## src/design/assert_macros.svh

```systemverilog
// Assertion macros used by the top-level design file
`ifndef ASSERT_MACROS_SVH
`define ASSERT_MACROS_SVH

`ifndef ASSERT_OFF

// property checked while out of reset
`define CLCD_ASSERT(name, clk, rstn, prop, msg) \
  name: assert property (@(posedge clk) disable iff (!(rstn)) (prop)) else $error(msg);

// property checked on every edge, reset included
`define CLCD_ASSERT_ALWAYS(name, clk, prop, msg) \
  name: assert property (@(posedge clk) (prop)) else $error(msg);

`else

`define CLCD_ASSERT(name, clk, rstn, prop, msg)

`define CLCD_ASSERT_ALWAYS(name, clk, prop, msg)

`endif

`endif

```

## src/design/clcd_pkg.sv

```systemverilog
`default_nettype none

package clcd_pkg;

  // Command codes carried on the request's tuser
  typedef enum logic [2:0] {
    CMD_INIT   = 3'd0,
    CMD_CLEAR  = 3'd1,
    CMD_CURSOR = 3'd2,
    CMD_PRINT  = 3'd3,
    CMD_BLIGHT = 3'd4
  } cmd_e;

  // Controller states
  typedef enum logic [1:0] {
    ST_IDLE,
    ST_INIT,
    ST_BYTE,
    ST_BLIGHT
  } state_e;

  // Which generator supplies the current expander write
  typedef enum logic [1:0] {
    KIND_INIT,
    KIND_BYTE,
    KIND_BLIGHT
  } write_kind_e;

  // Configuration register indexes
  typedef enum logic [1:0] {
    REG_DEV_ADDR = 2'd0,
    REG_COLS     = 2'd1,
    REG_ROWS     = 2'd2
  } reg_idx_e;

  localparam int unsigned MaxRows    = 4;
  localparam int unsigned InitWrites = 25;
  localparam int unsigned ByteWrites = 4;
  localparam int unsigned StepW      = $clog2(InitWrites);

  // Reset values of the configuration registers
  localparam logic [6:0] DevAddrRst = 7'd39;
  localparam logic [5:0] ColsRst    = 6'd16;
  localparam logic [2:0] RowsRst    = 3'd2;

  // Expander port bits
  localparam logic [7:0] BitRs = 8'h01;
  localparam logic [7:0] BitEn = 8'h04;
  localparam logic [7:0] BitBl = 8'h08;

  // LCD instruction bytes
  localparam logic [7:0] LcdClear    = 8'h01;
  localparam logic [7:0] LcdSetDdram = 8'h80;

  // Waits in microseconds
  localparam logic [14:0] DlyEnHigh = 15'd1;
  localparam logic [14:0] DlyEnLow  = 15'd50;
  localparam logic [14:0] DlyClear  = 15'd2050;
  localparam logic [14:0] DlyNone   = 15'd0;

  typedef struct packed {
    logic [7:0]  port_byte;
    logic [14:0] delay;
  } init_write_t;

  // Controller to datapath command group
  typedef struct packed {
    logic             load;
    cmd_e             op;
    logic             emit;
    write_kind_e      kind;
    logic [StepW-1:0] step;
    logic             last;
  } dp_cmd_t;

  // Datapath to controller status group
  typedef struct packed {
    logic emit_ok;
  } dp_sts_t;

  // DDRAM start address of each display row
  function automatic logic [7:0] row_base(input logic [1:0] row);
    logic [7:0] base;
    case (row)
      2'd0:    base = 8'h00;
      2'd1:    base = 8'h40;
      2'd2:    base = 8'h14;
      2'd3:    base = 8'h54;
      default: base = 8'h00;
    endcase
    return base;
  endfunction

  // Power-up sequence: reset write, three 0x3 pulses, one 0x2 pulse,
  // then function set, display on, clear and entry mode
  function automatic init_write_t init_write(input logic [StepW-1:0] step);
    init_write_t w;
    case (step)
      5'd0:    w = '{8'h00, 15'd20000};
      5'd1:    w = '{8'h34, DlyEnHigh};
      5'd2:    w = '{8'h30, 15'd5050};
      5'd3:    w = '{8'h34, DlyEnHigh};
      5'd4:    w = '{8'h30, 15'd5050};
      5'd5:    w = '{8'h34, DlyEnHigh};
      5'd6:    w = '{8'h30, 15'd200};
      5'd7:    w = '{8'h24, DlyEnHigh};
      5'd8:    w = '{8'h20, DlyEnLow};
      5'd9:    w = '{8'h24, DlyEnHigh};
      5'd10:   w = '{8'h20, DlyEnLow};
      5'd11:   w = '{8'h84, DlyEnHigh};
      5'd12:   w = '{8'h80, DlyEnLow};
      5'd13:   w = '{8'h04, DlyEnHigh};
      5'd14:   w = '{8'h00, DlyEnLow};
      5'd15:   w = '{8'hC4, DlyEnHigh};
      5'd16:   w = '{8'hC0, DlyEnLow};
      5'd17:   w = '{8'h04, DlyEnHigh};
      5'd18:   w = '{8'h00, DlyEnLow};
      5'd19:   w = '{8'h14, DlyEnHigh};
      5'd20:   w = '{8'h10, DlyClear};
      5'd21:   w = '{8'h04, DlyEnHigh};
      5'd22:   w = '{8'h00, DlyEnLow};
      5'd23:   w = '{8'h64, DlyEnHigh};
      5'd24:   w = '{8'h60, DlyEnLow};
      default: w = '{8'h00, DlyNone};
    endcase
    return w;
  endfunction

endpackage

`default_nettype wire

```

## src/design/clcd_ctrl.sv

```systemverilog
`default_nettype none

module clcd_ctrl (
  input  wire logic              clk_i,
  input  wire logic              rst_ni,
  input  wire logic              req_valid_i,
  output logic                   req_ready_o,
  input  wire logic [2:0]        req_cmd_i,
  input  wire clcd_pkg::dp_sts_t sts_i,
  output clcd_pkg::dp_cmd_t      cmd_o
);

  clcd_pkg::state_e              state_q, state_d;
  logic [clcd_pkg::StepW-1:0]    step_q, step_d;

  // State and step registers
  always_ff @(posedge clk_i or negedge rst_ni) begin
    if (!rst_ni) begin
      state_q <= clcd_pkg::ST_IDLE;
      step_q  <= '0;
    end else begin
      state_q <= state_d;
      step_q  <= step_d;
    end
  end

  // Next state and datapath commands
  always_comb begin
    state_d     = state_q;
    step_d      = step_q;
    req_ready_o = 1'b0;
    cmd_o.load  = 1'b0;
    cmd_o.op    = clcd_pkg::cmd_e'(req_cmd_i);
    cmd_o.emit  = 1'b0;
    cmd_o.kind  = clcd_pkg::KIND_BYTE;
    cmd_o.step  = step_q;
    cmd_o.last  = 1'b0;
    case (state_q)
      clcd_pkg::ST_IDLE: begin
        req_ready_o = 1'b1;
        step_d      = '0;
        if (req_valid_i) begin
          case (clcd_pkg::cmd_e'(req_cmd_i))
            clcd_pkg::CMD_INIT: begin
              cmd_o.load = 1'b1;
              state_d    = clcd_pkg::ST_INIT;
            end
            clcd_pkg::CMD_CLEAR, clcd_pkg::CMD_CURSOR, clcd_pkg::CMD_PRINT: begin
              cmd_o.load = 1'b1;
              state_d    = clcd_pkg::ST_BYTE;
            end
            clcd_pkg::CMD_BLIGHT: begin
              cmd_o.load = 1'b1;
              state_d    = clcd_pkg::ST_BLIGHT;
            end
            // unknown codes are dropped
            default: state_d = clcd_pkg::ST_IDLE;
          endcase
        end
      end
      clcd_pkg::ST_INIT: begin
        cmd_o.kind = clcd_pkg::KIND_INIT;
        cmd_o.last = (step_q == clcd_pkg::StepW'(clcd_pkg::InitWrites - 1));
        if (sts_i.emit_ok) begin
          cmd_o.emit = 1'b1;
          step_d     = step_q + clcd_pkg::StepW'(1);
          if (cmd_o.last) state_d = clcd_pkg::ST_IDLE;
        end
      end
      clcd_pkg::ST_BYTE: begin
        cmd_o.kind = clcd_pkg::KIND_BYTE;
        cmd_o.last = (step_q == clcd_pkg::StepW'(clcd_pkg::ByteWrites - 1));
        if (sts_i.emit_ok) begin
          cmd_o.emit = 1'b1;
          step_d     = step_q + clcd_pkg::StepW'(1);
          if (cmd_o.last) state_d = clcd_pkg::ST_IDLE;
        end
      end
      clcd_pkg::ST_BLIGHT: begin
        cmd_o.kind = clcd_pkg::KIND_BLIGHT;
        cmd_o.last = 1'b1;
        if (sts_i.emit_ok) begin
          cmd_o.emit = 1'b1;
          state_d    = clcd_pkg::ST_IDLE;
        end
      end
      default: state_d = clcd_pkg::ST_IDLE;
    endcase
  end

endmodule

`default_nettype wire

```

## src/design/clcd_dp.sv

```systemverilog
`default_nettype none

module clcd_dp (
  input  wire logic              clk_i,
  input  wire logic              rst_ni,
  // configuration writes
  input  wire logic              cfg_we_i,
  input  wire logic [1:0]        cfg_index_i,
  input  wire logic [6:0]        cfg_data_i,
  // request payload
  input  wire logic [7:0]        col_position_i,
  input  wire logic [7:0]        row_position_i,
  input  wire logic [7:0]        char_code_i,
  input  wire logic              backlight_on_i,
  // controller link
  input  wire clcd_pkg::dp_cmd_t cmd_i,
  output clcd_pkg::dp_sts_t      sts_o,
  // result register
  output logic                   out_valid_o,
  input  wire logic              out_ready_i,
  output logic [7:0]             out_byte_o,
  output logic [6:0]             out_addr_o,
  output logic [14:0]            out_delay_o,
  output logic                   out_last_o
);

  localparam logic [2:0] RowCap = 3'(clcd_pkg::MaxRows - 1);

  logic [6:0]  dev_addr_q;
  logic [5:0]  cols_q;
  logic [2:0]  rows_q;
  logic        bl_q;
  logic [7:0]  lcd_byte_q;
  logic        rs_q;
  logic        long_wait_q;

  logic        out_valid_q;
  logic [7:0]  out_byte_q, out_byte_d;
  logic [6:0]  out_addr_q;
  logic [14:0] out_delay_q, out_delay_d;
  logic        out_last_q;

  logic [2:0]  rmax_full;
  logic [1:0]  rmax;
  logic [5:0]  cmax;
  logic [1:0]  row_cl;
  logic [5:0]  col_cl;
  logic [7:0]  ddram_addr;

  logic [3:0]  nib;
  logic        en_phase;
  clcd_pkg::init_write_t iw;

  // Configuration registers and backlight state
  always_ff @(posedge clk_i or negedge rst_ni) begin
    if (!rst_ni) begin
      dev_addr_q <= clcd_pkg::DevAddrRst;
      cols_q     <= clcd_pkg::ColsRst;
      rows_q     <= clcd_pkg::RowsRst;
      bl_q       <= 1'b1;
    end else begin
      if (cfg_we_i) begin
        case (clcd_pkg::reg_idx_e'(cfg_index_i))
          clcd_pkg::REG_DEV_ADDR: dev_addr_q <= cfg_data_i;
          clcd_pkg::REG_COLS:     cols_q     <= cfg_data_i[5:0];
          clcd_pkg::REG_ROWS:     rows_q     <= cfg_data_i[2:0];
          default: ;
        endcase
      end
      if (cmd_i.load && cmd_i.op == clcd_pkg::CMD_BLIGHT) bl_q <= backlight_on_i;
    end
  end

  // Cursor clamp and DDRAM address
  always_comb begin
    rmax_full = (rows_q == 3'd0) ? 3'd0 : rows_q - 3'd1;
    if (rmax_full > RowCap) rmax_full = RowCap;
    rmax   = rmax_full[1:0];
    cmax   = (cols_q == 6'd0) ? 6'd0 : cols_q - 6'd1;
    row_cl = (row_position_i > {6'd0, rmax}) ? rmax : row_position_i[1:0];
    col_cl = (col_position_i > {2'd0, cmax}) ? cmax : col_position_i[5:0];
    ddram_addr = clcd_pkg::LcdSetDdram
               | ({2'd0, col_cl} + clcd_pkg::row_base(row_cl));
  end

  // LCD byte latched when a request is taken
  always_ff @(posedge clk_i) begin
    if (cmd_i.load) begin
      case (cmd_i.op)
        clcd_pkg::CMD_CLEAR: begin
          lcd_byte_q  <= clcd_pkg::LcdClear;
          rs_q        <= 1'b0;
          long_wait_q <= 1'b1;
        end
        clcd_pkg::CMD_CURSOR: begin
          lcd_byte_q  <= ddram_addr;
          rs_q        <= 1'b0;
          long_wait_q <= 1'b0;
        end
        clcd_pkg::CMD_PRINT: begin
          lcd_byte_q  <= char_code_i;
          rs_q        <= 1'b1;
          long_wait_q <= 1'b0;
        end
        default: begin
          lcd_byte_q  <= '0;
          rs_q        <= 1'b0;
          long_wait_q <= 1'b0;
        end
      endcase
    end
  end

  // Expander write for the current step
  always_comb begin
    iw       = clcd_pkg::init_write(cmd_i.step);
    // high nibble first, EN high then EN low
    nib      = cmd_i.step[1] ? lcd_byte_q[3:0] : lcd_byte_q[7:4];
    en_phase = ~cmd_i.step[0];
    case (cmd_i.kind)
      clcd_pkg::KIND_INIT: begin
        out_byte_d  = iw.port_byte;
        out_delay_d = iw.delay;
      end
      clcd_pkg::KIND_BYTE: begin
        out_byte_d = {nib, 4'd0}
                   | (rs_q ? clcd_pkg::BitRs : 8'd0)
                   | (en_phase ? clcd_pkg::BitEn : 8'd0);
        if (en_phase)                          out_delay_d = clcd_pkg::DlyEnHigh;
        else if (cmd_i.step[1] && long_wait_q) out_delay_d = clcd_pkg::DlyClear;
        else                                   out_delay_d = clcd_pkg::DlyEnLow;
      end
      default: begin
        out_byte_d  = 8'd0;
        out_delay_d = clcd_pkg::DlyNone;
      end
    endcase
    if (bl_q) out_byte_d = out_byte_d | clcd_pkg::BitBl;
  end

  assign sts_o.emit_ok = ~out_valid_q | out_ready_i;

  // Result register: valid flag
  always_ff @(posedge clk_i or negedge rst_ni) begin
    if (!rst_ni) begin
      out_valid_q <= 1'b0;
    end else if (cmd_i.emit) begin
      out_valid_q <= 1'b1;
    end else if (out_ready_i) begin
      out_valid_q <= 1'b0;
    end
  end

  // Result register: payload
  always_ff @(posedge clk_i) begin
    if (cmd_i.emit) begin
      out_byte_q  <= out_byte_d;
      out_addr_q  <= dev_addr_q;
      out_delay_q <= out_delay_d;
      out_last_q  <= cmd_i.last;
    end
  end

  assign out_valid_o = out_valid_q;
  assign out_byte_o  = out_byte_q;
  assign out_addr_o  = out_addr_q;
  assign out_delay_o = out_delay_q;
  assign out_last_o  = out_last_q;

endmodule

`default_nettype wire

```

## src/design/char_lcd_i2c_expander_sequencer.sv

```systemverilog
`default_nettype none

`include "assert_macros.svh"

// Turns character LCD commands (init, clear, set cursor, print, backlight)
// into the byte writes for an I2C port expander wired to the LCD in 4-bit
// mode, each write tagged with its I2C address and the minimum wait in
// microseconds that must follow it; tlast marks a command's final write.
// A request is taken only while the sequencer is idle, and then writes
// leave one per clock through a single result register while the sink is
// ready: print, clear and set cursor give 4 writes, backlight 1 write and
// init 25 writes; unknown command codes are taken, dropped and produce
// nothing. The write step counter in the controller counts the init and
// byte writes. The caller still owes the 50 ms power-up wait before init.
module char_lcd_i2c_expander_sequencer (
  input  wire logic        clk_i,
  input  wire logic        rst_ni,
  // command requests
  input  wire logic        s_axis_tvalid,
  output logic             s_axis_tready,
  // [7:0] col_position, [15:8] row_position, [23:16] char_code,
  // [24] backlight_on, [31:25] zero
  input  wire logic [31:0] s_axis_tdata,
  // [2:0] cmd
  input  wire logic [2:0]  s_axis_tuser,
  // expander writes
  output logic             m_axis_tvalid,
  input  wire logic        m_axis_tready,
  // [7:0] expander_byte, [14:8] target_address, [29:15] delay_after_us,
  // [31:30] zero
  output logic [31:0]      m_axis_tdata,
  output logic             m_axis_tlast,
  // configuration writes
  input  wire logic        cfg_valid_i,
  output logic             cfg_ready_o,
  input  wire logic [1:0]  cfg_index_i,
  input  wire logic [6:0]  cfg_data_i
);

  clcd_pkg::dp_cmd_t dp_cmd;
  clcd_pkg::dp_sts_t dp_sts;

  logic [7:0]  out_byte;
  logic [6:0]  out_addr;
  logic [14:0] out_delay;

  assign cfg_ready_o = 1'b1;

  clcd_ctrl u_ctrl (
    .clk_i       (clk_i),
    .rst_ni      (rst_ni),
    .req_valid_i (s_axis_tvalid),
    .req_ready_o (s_axis_tready),
    .req_cmd_i   (s_axis_tuser),
    .sts_i       (dp_sts),
    .cmd_o       (dp_cmd)
  );

  clcd_dp u_dp (
    .clk_i          (clk_i),
    .rst_ni         (rst_ni),
    .cfg_we_i       (cfg_valid_i & cfg_ready_o),
    .cfg_index_i    (cfg_index_i),
    .cfg_data_i     (cfg_data_i),
    .col_position_i (s_axis_tdata[7:0]),
    .row_position_i (s_axis_tdata[15:8]),
    .char_code_i    (s_axis_tdata[23:16]),
    .backlight_on_i (s_axis_tdata[24]),
    .cmd_i          (dp_cmd),
    .sts_o          (dp_sts),
    .out_valid_o    (m_axis_tvalid),
    .out_ready_i    (m_axis_tready),
    .out_byte_o     (out_byte),
    .out_addr_o     (out_addr),
    .out_delay_o    (out_delay),
    .out_last_o     (m_axis_tlast)
  );

  assign m_axis_tdata = {2'b00, out_delay, out_addr, out_byte};

  // a write is only pushed when the result register can take it
  `CLCD_ASSERT(a_emit_has_room, clk_i, rst_ni, dp_cmd.emit |-> dp_sts.emit_ok, "write pushed into a full result register")
  // the payload is latched only on an accepted request
  `CLCD_ASSERT(a_load_on_accept, clk_i, rst_ni, dp_cmd.load |-> (s_axis_tvalid && s_axis_tready), "payload latched without a request")
  // no write is generated while the sequencer waits for a request
  `CLCD_ASSERT(a_idle_no_emit, clk_i, rst_ni, s_axis_tready |-> !dp_cmd.emit, "write generated while idle")
  // a pushed write shows up as valid on the next cycle
  `CLCD_ASSERT(a_emit_valid, clk_i, rst_ni, dp_cmd.emit |=> m_axis_tvalid, "pushed write not presented")

endmodule

`default_nettype wire

```

## config.mk

```make
export PLATFORM = sky130hd
export DESIGN_NAME = char_lcd_i2c_expander_sequencer
export DESIGN_NICKNAME = d
export VERILOG_FILES = /design/src/design/clcd_pkg.sv /design/src/design/clcd_ctrl.sv /design/src/design/clcd_dp.sv /design/src/design/char_lcd_i2c_expander_sequencer.sv
export VERILOG_INCLUDE_DIRS = /design/src /design/src/design
export SDC_FILE = /design/constraint.sdc
export NUM_CORES = 1
export LEC_CHECK = 0
export BUFFER_PORTS_ARGS = -buffer_cell sky130_fd_sc_hd__buf_2
export CORE_ASPECT_RATIO = 0.6
export CORE_MARGIN = 1
export CORE_UTILIZATION = 33
export DETAILED_ROUTE_END_ITERATION = 10
export MAX_ROUTING_LAYER = met4
export SLEW_MARGIN = 5
export SYNTH_ARGS = -nofsm -noshare
export SYNTH_HDL_FRONTEND = slang
export SYNTH_SLANG_ARGS = --single-unit
```

## constraint.sdc

```tcl
create_clock -name clk_i -period 4.14 [get_ports clk_i]
set_input_delay 0.621 -clock clk_i [delete_from_list [all_inputs] [get_ports clk_i]]
set_output_delay 0.621 -clock clk_i [all_outputs]
set_load 0.01 [all_outputs]
```

==> results of run 1 <==
-- critical path: cells and delay by family, from the launching register on --
kind,cells,cell delay [ns]
compound gates,4,0.91
fa+ha+maj,2,0.68
flops,1,0.40
mux,3,0.64
simple gates,5,1.02
-- cells in the final DEF (no fill, tap or decap), types with 3 or more instances in the layout --
cell and instances:
mux2i_1 12, a21oi_1 18, o31ai_1 4, edfxtp_1 34, mux2_2 20, nand3_1 10
nor2b_1 6, o211ai_1 3, nand2b_1 8, a21o_1 3, clkinv_2 3, o21a_1 5
or3_1 4, dfstp_2 7, nand2_1 33, xnor2_1 4, a31oi_1 3, nand3b_1 4
buf_2 71, dfrtp_1 18, clkbuf_16 9, nor2_1 20, and3_1 5, conb_1 6
inv_1 16, nand4_1 5, o21ai_0 20, buf_4 5, ha_1 24, nor3_1 4
-- repair_timing --
action	CTS	global route
setup endpoints to repair	0	2
gates resized for setup	0	4
setup buffers	0	1
-- through the flow --
step | cell area (um2) | util (%) | setup slack (ns) | TNS (ns) | hold slack [ns]
after global routing | 4350 | 41.2 | -0.0193 | -0.0193 | 0.342
final | 4350 | 41.2 | 0.243 | 0 | 0.295
after CTS | 4330 | 41.0 | 0.170 | 0 | 0.310
after detailed placement | 4040 | 38.2 | 0.190 | 0 | 0.435
after global placement | 4040 | 38.2 | 0.211 | 0 | 0.430
after floorplan | 3600 | - | 0.356 | 0 | 0.325
-- state kept, by name (all words and copies together), names as in the netlist --
register          count
u_dp.out_addr_o       7
u_dp.out_last_o       1
u_dp.dev_addr_q       7
u_ctrl.state_q        2
u_dp.rs_q             1
u_dp.out_delay_o     10
u_dp.lcd_byte_q       8
u_ctrl.step_q         5
u_dp.out_valid_o      1
u_dp.cols_q           6
u_dp.bl_q             1
u_dp.out_byte_o       6
u_dp.long_wait_q      1
u_dp.rows_q           3
-- final timing paths --
check | cells after the start | from | endpoint | slack (ns)
max | 14 | u_dp.cols_q[3]$_DFFE_PN0P_ | u_dp.lcd_byte_q[5]$_DFFE_PP_ | 0.24
min | 1 | rst_ni | u_dp.dev_addr_q[3]$_DFFE_PN0P_ | 0.30
max reg2reg | 14 | u_dp.cols_q[3]$_DFFE_PN0P_ | u_dp.lcd_byte_q[5]$_DFFE_PP_ | 0.24
min reg2reg | 0 | u_dp.dev_addr_q[4]$_DFFE_PN0P_ | u_dp.out_addr_o[4]$_DFFE_PP_ | 0.45
max in group asynchronous | 1 | rst_ni | u_dp.out_valid_o$_DFFE_PN0P_ | 3.46
min in group clk_i | 0 | u_dp.dev_addr_q[4]$_DFFE_PN0P_ | u_dp.out_addr_o[4]$_DFFE_PP_ | 0.45
-- power breakdown --
| part | switching, uW | internal, uW |
|---|---|---|
| Sequential | 110 | 835 |
| Combinational | 562 | 385 |
| Clock | 248 | 478 |
| Total | 919 | 1700 |
-- layer usage --
metal / wire, um / track usage, % / part of all wire (%)
met4: 49 / 4.44 / 0.61
met3: 534 / 4.80 / 6.7
met2: 3380 / 23.1 / 42
met5: 0 / - / 0
met1: 4060 / 21.3 / 51
-- kinds of logic after synthesis --
kind of cell	Yosys count	share of synthesized area (%)
xor+xnor	6	1.46
flops	59	46.1
mux	33	9.90
simple gates	109	15.4
compound gates	73	13.1
other cells	2	0.209
buf+inv	41	5.44
fa+ha+maj	24	8.37
-- area by class of cell --
class,instances,area (um2)
Sequential cell,59,1660
Fill cell,1056,6210
Clock buffer,11,243
Timing Repair Buffer,76,393
Multi-Input combinational cell,251,1770
Clock inverter,5,52.6
Inverter,17,63.8
Tap cell,139,174
==> metrics.txt, run 1 <==
fmax=257 MHz; largest cells by area after synthesis=edfxtp_1 28%, dfrtp_1 13%, ha_1 8.4%, mux2_2 6.3%, dfstp_2 5.1%; area added between synthesis and finish=21.3%; Yosys reg bits=59; crit-path most repeated cell=ha_1; result of the run=finished, final reports clean; Pre-Repair DR Iteration Count=4; floorplan core area=10,600 um2; Syn. warnings=0; TritonCTS clock tree=done; worst path arrival time=3.97 ns; root buffer cell=clkbuf_16; number of antenna violations at the first check in global routing=0; H-tree depth reported by CTS=3; area of the die=11,300 um2; maximum capacitance violations=0; Skew-Pair Late Insertion Delay=0.32 ns; Total Power=2620 uW; ratio of routed vias to standard cells=4.91; Die H=82.8 um; total count of hold-check failures in the final report=0; number of enable flip-flop cells after synthesis=34; clock tree buffer depth=2; boundary pin count=85; fraction of final layout cells with drive strength greater than 1=30.1%; violation count after the first detailed-routing iteration=160; DRC=0; count of different cell masters after synthesis=51; Slew Limit Headroom=28.8%; worst hold path type=input pin to asynchronous set/reset pin; overall global routing resource usage=15.9%; number of routed nets with antenna violations=0; Routed wire per std cell=14.4 um; Layout Nets=487; ys async rst share=42.4%; worst-case vdd ir drop=0.245 mV; non-filler instance count after layout=558; Tcrit/Tclk final=94.1%; crit path capture type=register; biggest fanout along the worst timing path=5; largest net degree at the start of global routing=26; longest individual stage delay on the worst path=0.57 ns; number of buffers created by CTS=9; initial cell density of the core=34.0%; Setup CP Type=register to register; Post-Syn Instances=347; placed cell count=541; proportion of synthesized chip area in sequential cells=46.1%; Overflow after GRT=0; ranking of synthesized cells by instance count=34 x edfxtp_1, 34 x nand2_1, 24 x ha_1; static leakage power=0.00182 uW; Worst-path clk slew=0.05 ns; Pwr Density=601 nW/um2; antenna diode count=0; average size of a mapped cell=10.3 um2; number of sinks driven by the clock tree=59; synthesized cell area=3590 um2; cell type with the highest aggregate area in the netlist=edfxtp_1; via count of the first global-routing pass=2,658; total setup violations reported at the end of the flow=0; Via Count=2,740; final critical-path required period=3.90 ns; CTS Hold Buffers Added=0; maximum clock skew at final layout=0.00701 ns; cells traversed along the worst timing path=or4_4 -> nor2_4 -> mux2i_2 -> ha_1 -> a2111o_1 -> mux2_2 -> nand2_2 -> o21ai_0 -> ha_1 -> nand3_1 -> nand3b_1 -> o21a_1 -> mux2i_1 -> o311a_1; hpwl dp=6240 um; final WL=8020 um; library cell contributing the largest single delay on the critical path=or4_4; startpoint class of the critical path=register; fraction of synthesized cell area taken by the top area cell type=28.4%; CP Data Required Time=4.21 ns; weighted congestion at the end of routability-driven global placement=0.919; final number of max-transition violations=0; # rows=29; count of buffers from port buffering=71; Least-Margin Pin Slew=1.07 ns; Die W=137 um; prevailing post-synth register cell=edfxtp_1; wire length of the first global-routing pass=13,100 um
(Power assumes the default switching activity.)
==> run 2, diff against run 1 <==
--- a/config.mk
+++ b/config.mk
@@ -12,6 +12,7 @@
 export CORE_UTILIZATION = 33
 export DETAILED_ROUTE_END_ITERATION = 10
 export MAX_ROUTING_LAYER = met4
+export PLACE_DENSITY = 0.54
 export SLEW_MARGIN = 5
 export SYNTH_ARGS = -nofsm -noshare
 export SYNTH_HDL_FRONTEND = slang
==> constraint.sdc (replaced) <==
create_clock -name clk_i -period 4.14 [get_ports clk_i]
set_input_delay 0.828 -clock clk_i [delete_from_list [all_inputs] [get_ports clk_i]]
set_output_delay 0.828 -clock clk_i [all_outputs]
set_load 0.01 [all_outputs]
==> run 2 against run 1 <==
Cell area is essentially flat. Largest power group unchanged. Via count grew 0.44%. Clock power is 2% lower. Sequential share of layout area hardly changed. Maximum frequency shrank 0.57%. Clock skew shrank 0.0011 ns. Sequential power hardly changed. Die area unchanged. Global-route usage down 0.57 points. Combinational power hardly changed.
==> metrics.txt, run 2 (synthesized netlist as in run 1, its figures left out) <==
result of the run=finished, final reports clean (unchanged); crit path capture type=register (unchanged); Overflow after GRT=0 (unchanged); # rows=29 (unchanged); ratio of routed vias to standard cells=4.91 (about the same); Sequential Power Share=36.3% (was 36.1%); Worst Hold Margin=0.447 ns (was 0.295 ns); clock tree buffer depth=2 (unchanged); R2R depth=14 (unchanged); family with the most delay on the worst path=simple AND/OR/NAND/NOR gates (unchanged); Routed wire per std cell=14.1 um (was 14.4 um); violation count after the first detailed-routing iteration=124 (was 160); Least-Margin Pin Slew=1.06 ns (was 1.07 ns); total setup violations reported at the end of the flow=0 (unchanged); launch instance of the worst register-to-register path=u_dp.cols_q[3]$_DFFE_PN0P_ (unchanged); overall global routing resource usage=15.3% (was 15.9%); worst path arrival time=4.09 ns (was 3.97 ns); Die W=137 um (unchanged); Sw Pwr=922 uW (was 919 uW); R2R setup slack=0.22 ns (was 0.24 ns); TritonCTS clock tree=done (unchanged); initial cell density of the core=34.0% (unchanged); H-tree depth reported by CTS=3 (unchanged); static leakage power=0.00182 uW (about the same); worst hold path type=register to register (was input pin to asynchronous set/reset pin); max FFs per register=10 (unchanged); fraction of final layout cells with drive strength greater than 1=29.8% (was 30.1%); hpwl dp=6040 um (was 6240 um); Worst-path clk slew=0.05 ns (about the same); longest individual stage delay on the worst path=0.57 ns (about the same); Die H=82.8 um (unchanged); area of the die=11,300 um2 (unchanged); final critical-path required period=3.92 ns (was 3.90 ns); CP Data Required Time=4.31 ns (was 4.21 ns); RSZ-0062 raised after global routing=false; final WL=7880 um (was 8020 um); number of antenna violations at the first check in global routing=1 (was 0); final number of max-transition violations=0 (unchanged); CTS Hold Buffers Added=0 (unchanged); fmax=255 MHz (was 257 MHz); Buf+Inv Stages, Crit Path=0 (unchanged); crit-path most repeated cell=ha_1 (unchanged); total count of hold-check failures in the final report=0 (unchanged); capture instance of the worst register-to-register path=u_dp.lcd_byte_q[6]$_DFFE_PP_ (was u_dp.lcd_byte_q[5]$_DFFE_PP_); worst-case vdd ir drop=0.252 mV (was 0.245 mV); via count of the first global-routing pass=2,533 (was 2,658); sink of the worst hold path=u_dp.out_addr_o[4]$_DFFE_PP_; final sum of negative setup slack=0 ns (unchanged); number of cells on the worst hold path=0; Via Count=2,752 (was 2,740); maximum capacitance violations=0 (unchanged); largest net degree at the start of global routing=26 (unchanged); internal power consumption=1680 uW (was 1700 uW); fraction of power consumed by combinational cells=36.4% (was 36.2%); count of buffers from port buffering=71 (unchanged); Tcrit/Tclk final=94.7% (was 94.1%); number of buffers created by CTS=9 (unchanged); number of sinks driven by the clock tree=59 (unchanged); most common library cell in the layout ignoring fill and taps=buf_2 (unchanged); Setup CP Type=register to register (unchanged); library cell contributing the largest single delay on the critical path=or4_4 (unchanged); filler instances=1,045 (was 1,056); most frequent cells in the layout=71 x buf_2, 34 x nand2_1, 34 x edfxtp_1 (was 71 x buf_2, 34 x edfxtp_1, 33 x nand2_1); Pre-Repair DR Iteration Count=4 (unchanged); area added between synthesis and finish=21.2% (was 21.3%); Pwr Density=599 nW/um2 (was 601 nW/um2); maximum clock skew at final layout=0.00586 ns (was 0.00701 ns); boundary pin count=85 (unchanged); Skew-Pair Late Insertion Delay=0.33 ns (was 0.32 ns); weighted congestion at the end of routability-driven global placement=0.847 (was 0.919); biggest fanout along the worst timing path=6 (was 5); wire length of the first global-routing pass=12,500 um (was 13,100 um); Slew Limit Headroom=28.9% (was 28.8%); critical hold path startpoint=u_dp.dev_addr_q[4]$_DFFE_PN0P_; cells traversed along the worst timing path=or4_4 -> nor2_4 -> mux2i_2 -> ha_1 -> a2111o_1 -> mux2_2 -> nand2_1 -> nand2_1 -> o21ai_0 -> ha_1 -> ha_1 -> a21oi_1 -> or4_1 -> a31oi_1 (was or4_4 -> nor2_4 -> mux2i_2 -> ha_1 -> a2111o_1 -> mux2_2 -> nand2_2 -> o21ai_0 -> ha_1 -> nand3_1 -> nand3b_1 -> o21a_1 -> mux2i_1 -> o311a_1); DRC=0 (unchanged); startpoint class of the critical path=register (unchanged); root buffer cell=clkbuf_16 (unchanged); floorplan core area=10,600 um2 (unchanged); Clk pwr share=27.3% (was 27.7%); switch share=35.4% (was 35.1%); number of routed nets with antenna violations=0 (unchanged); Layout Nets=488 (was 487)
## run 2: cell count changes in the layout (fill, tap and decap cells not counted), sizes merged
cell,change
buf,+1
clkbuf,-1
clkinv,+1
diode,+1
## run 2: power groups by stage
stage	Clock (uW)	Combinational [uW]	Sequential, uW
global placement	0	924	952
finish	712	948	946
CTS	728	932	947
detailed placement	0	926	957
global route	755	1070	968
floorplan	0	646	948
## run 2: layer usage
layer	up-vias	track usage [%]	routed length, um
li1	1389	-	-
met2	86	21.3	3180
met5	-	-	0
met4	0	4.67	76
met3	11	5.04	540
met1	1266	20.9	4090
## run 2: what timing repair did
item / in CTS / in global routing
buffers inserted: 0 / 2
gates resized for setup: 0 / 3
setup endpoints to repair: 0 / 2
## run 2: cell type report
type / instances / area, um2 / area share [%]
tap: 139 / 174 / 4.00
timing repair buffer: 77 / 400 / 9.20
sequential: 59 / 1660 / 38.1
antenna: 1 / 2.50 / 0.0575
clock inverter: 6 / 56.3 / 1.29
clock buffer: 10 / 229 / 5.26
multi-input combinational: 251 / 1770 / 40.7
inverter: 17 / 63.8 / 1.47
## run 2: how the worst max path moves through the flow
stage                               start                           end  slack [ns]  cells after the start
2_1_floorplan  u_dp.cols_q[3]$_DFFE_PN0P_  u_dp.lcd_byte_q[5]$_DFFE_PP_        0.36                     14
3_3_place_gp   u_dp.cols_q[3]$_DFFE_PN0P_  u_dp.lcd_byte_q[5]$_DFFE_PP_        0.21                     14
3_5_place_dp   u_dp.cols_q[3]$_DFFE_PN0P_  u_dp.lcd_byte_q[5]$_DFFE_PP_        0.15                     14
6_report       u_dp.cols_q[3]$_DFFE_PN0P_  u_dp.lcd_byte_q[6]$_DFFE_PP_        0.22                     14
5_1_grt        u_dp.cols_q[3]$_DFFE_PN0P_  u_dp.lcd_byte_q[6]$_DFFE_PP_       0.008                     14
4_1_cts        u_dp.cols_q[3]$_DFFE_PN0P_  u_dp.lcd_byte_q[5]$_DFFE_PP_        0.13                     14
## run 2: metrics by stage
step / utilization, % / power, uW / std cells / area [um2] / worst slack, ns
CTS: 40.9 / 2610 / 557 / 4320 / 0.131
finish: 41.2 / 2610 / 560 / 4350 / 0.221
detailed placement: 38.2 / 1880 / 541 / 4040 / 0.146
global route: 41.2 / 2790 / 560 / 4350 / 0.00812
floorplan: - / 1590 / 351 / 3600 / 0.356
global placement: 38.2 / 1880 / 541 / 4040 / 0.209
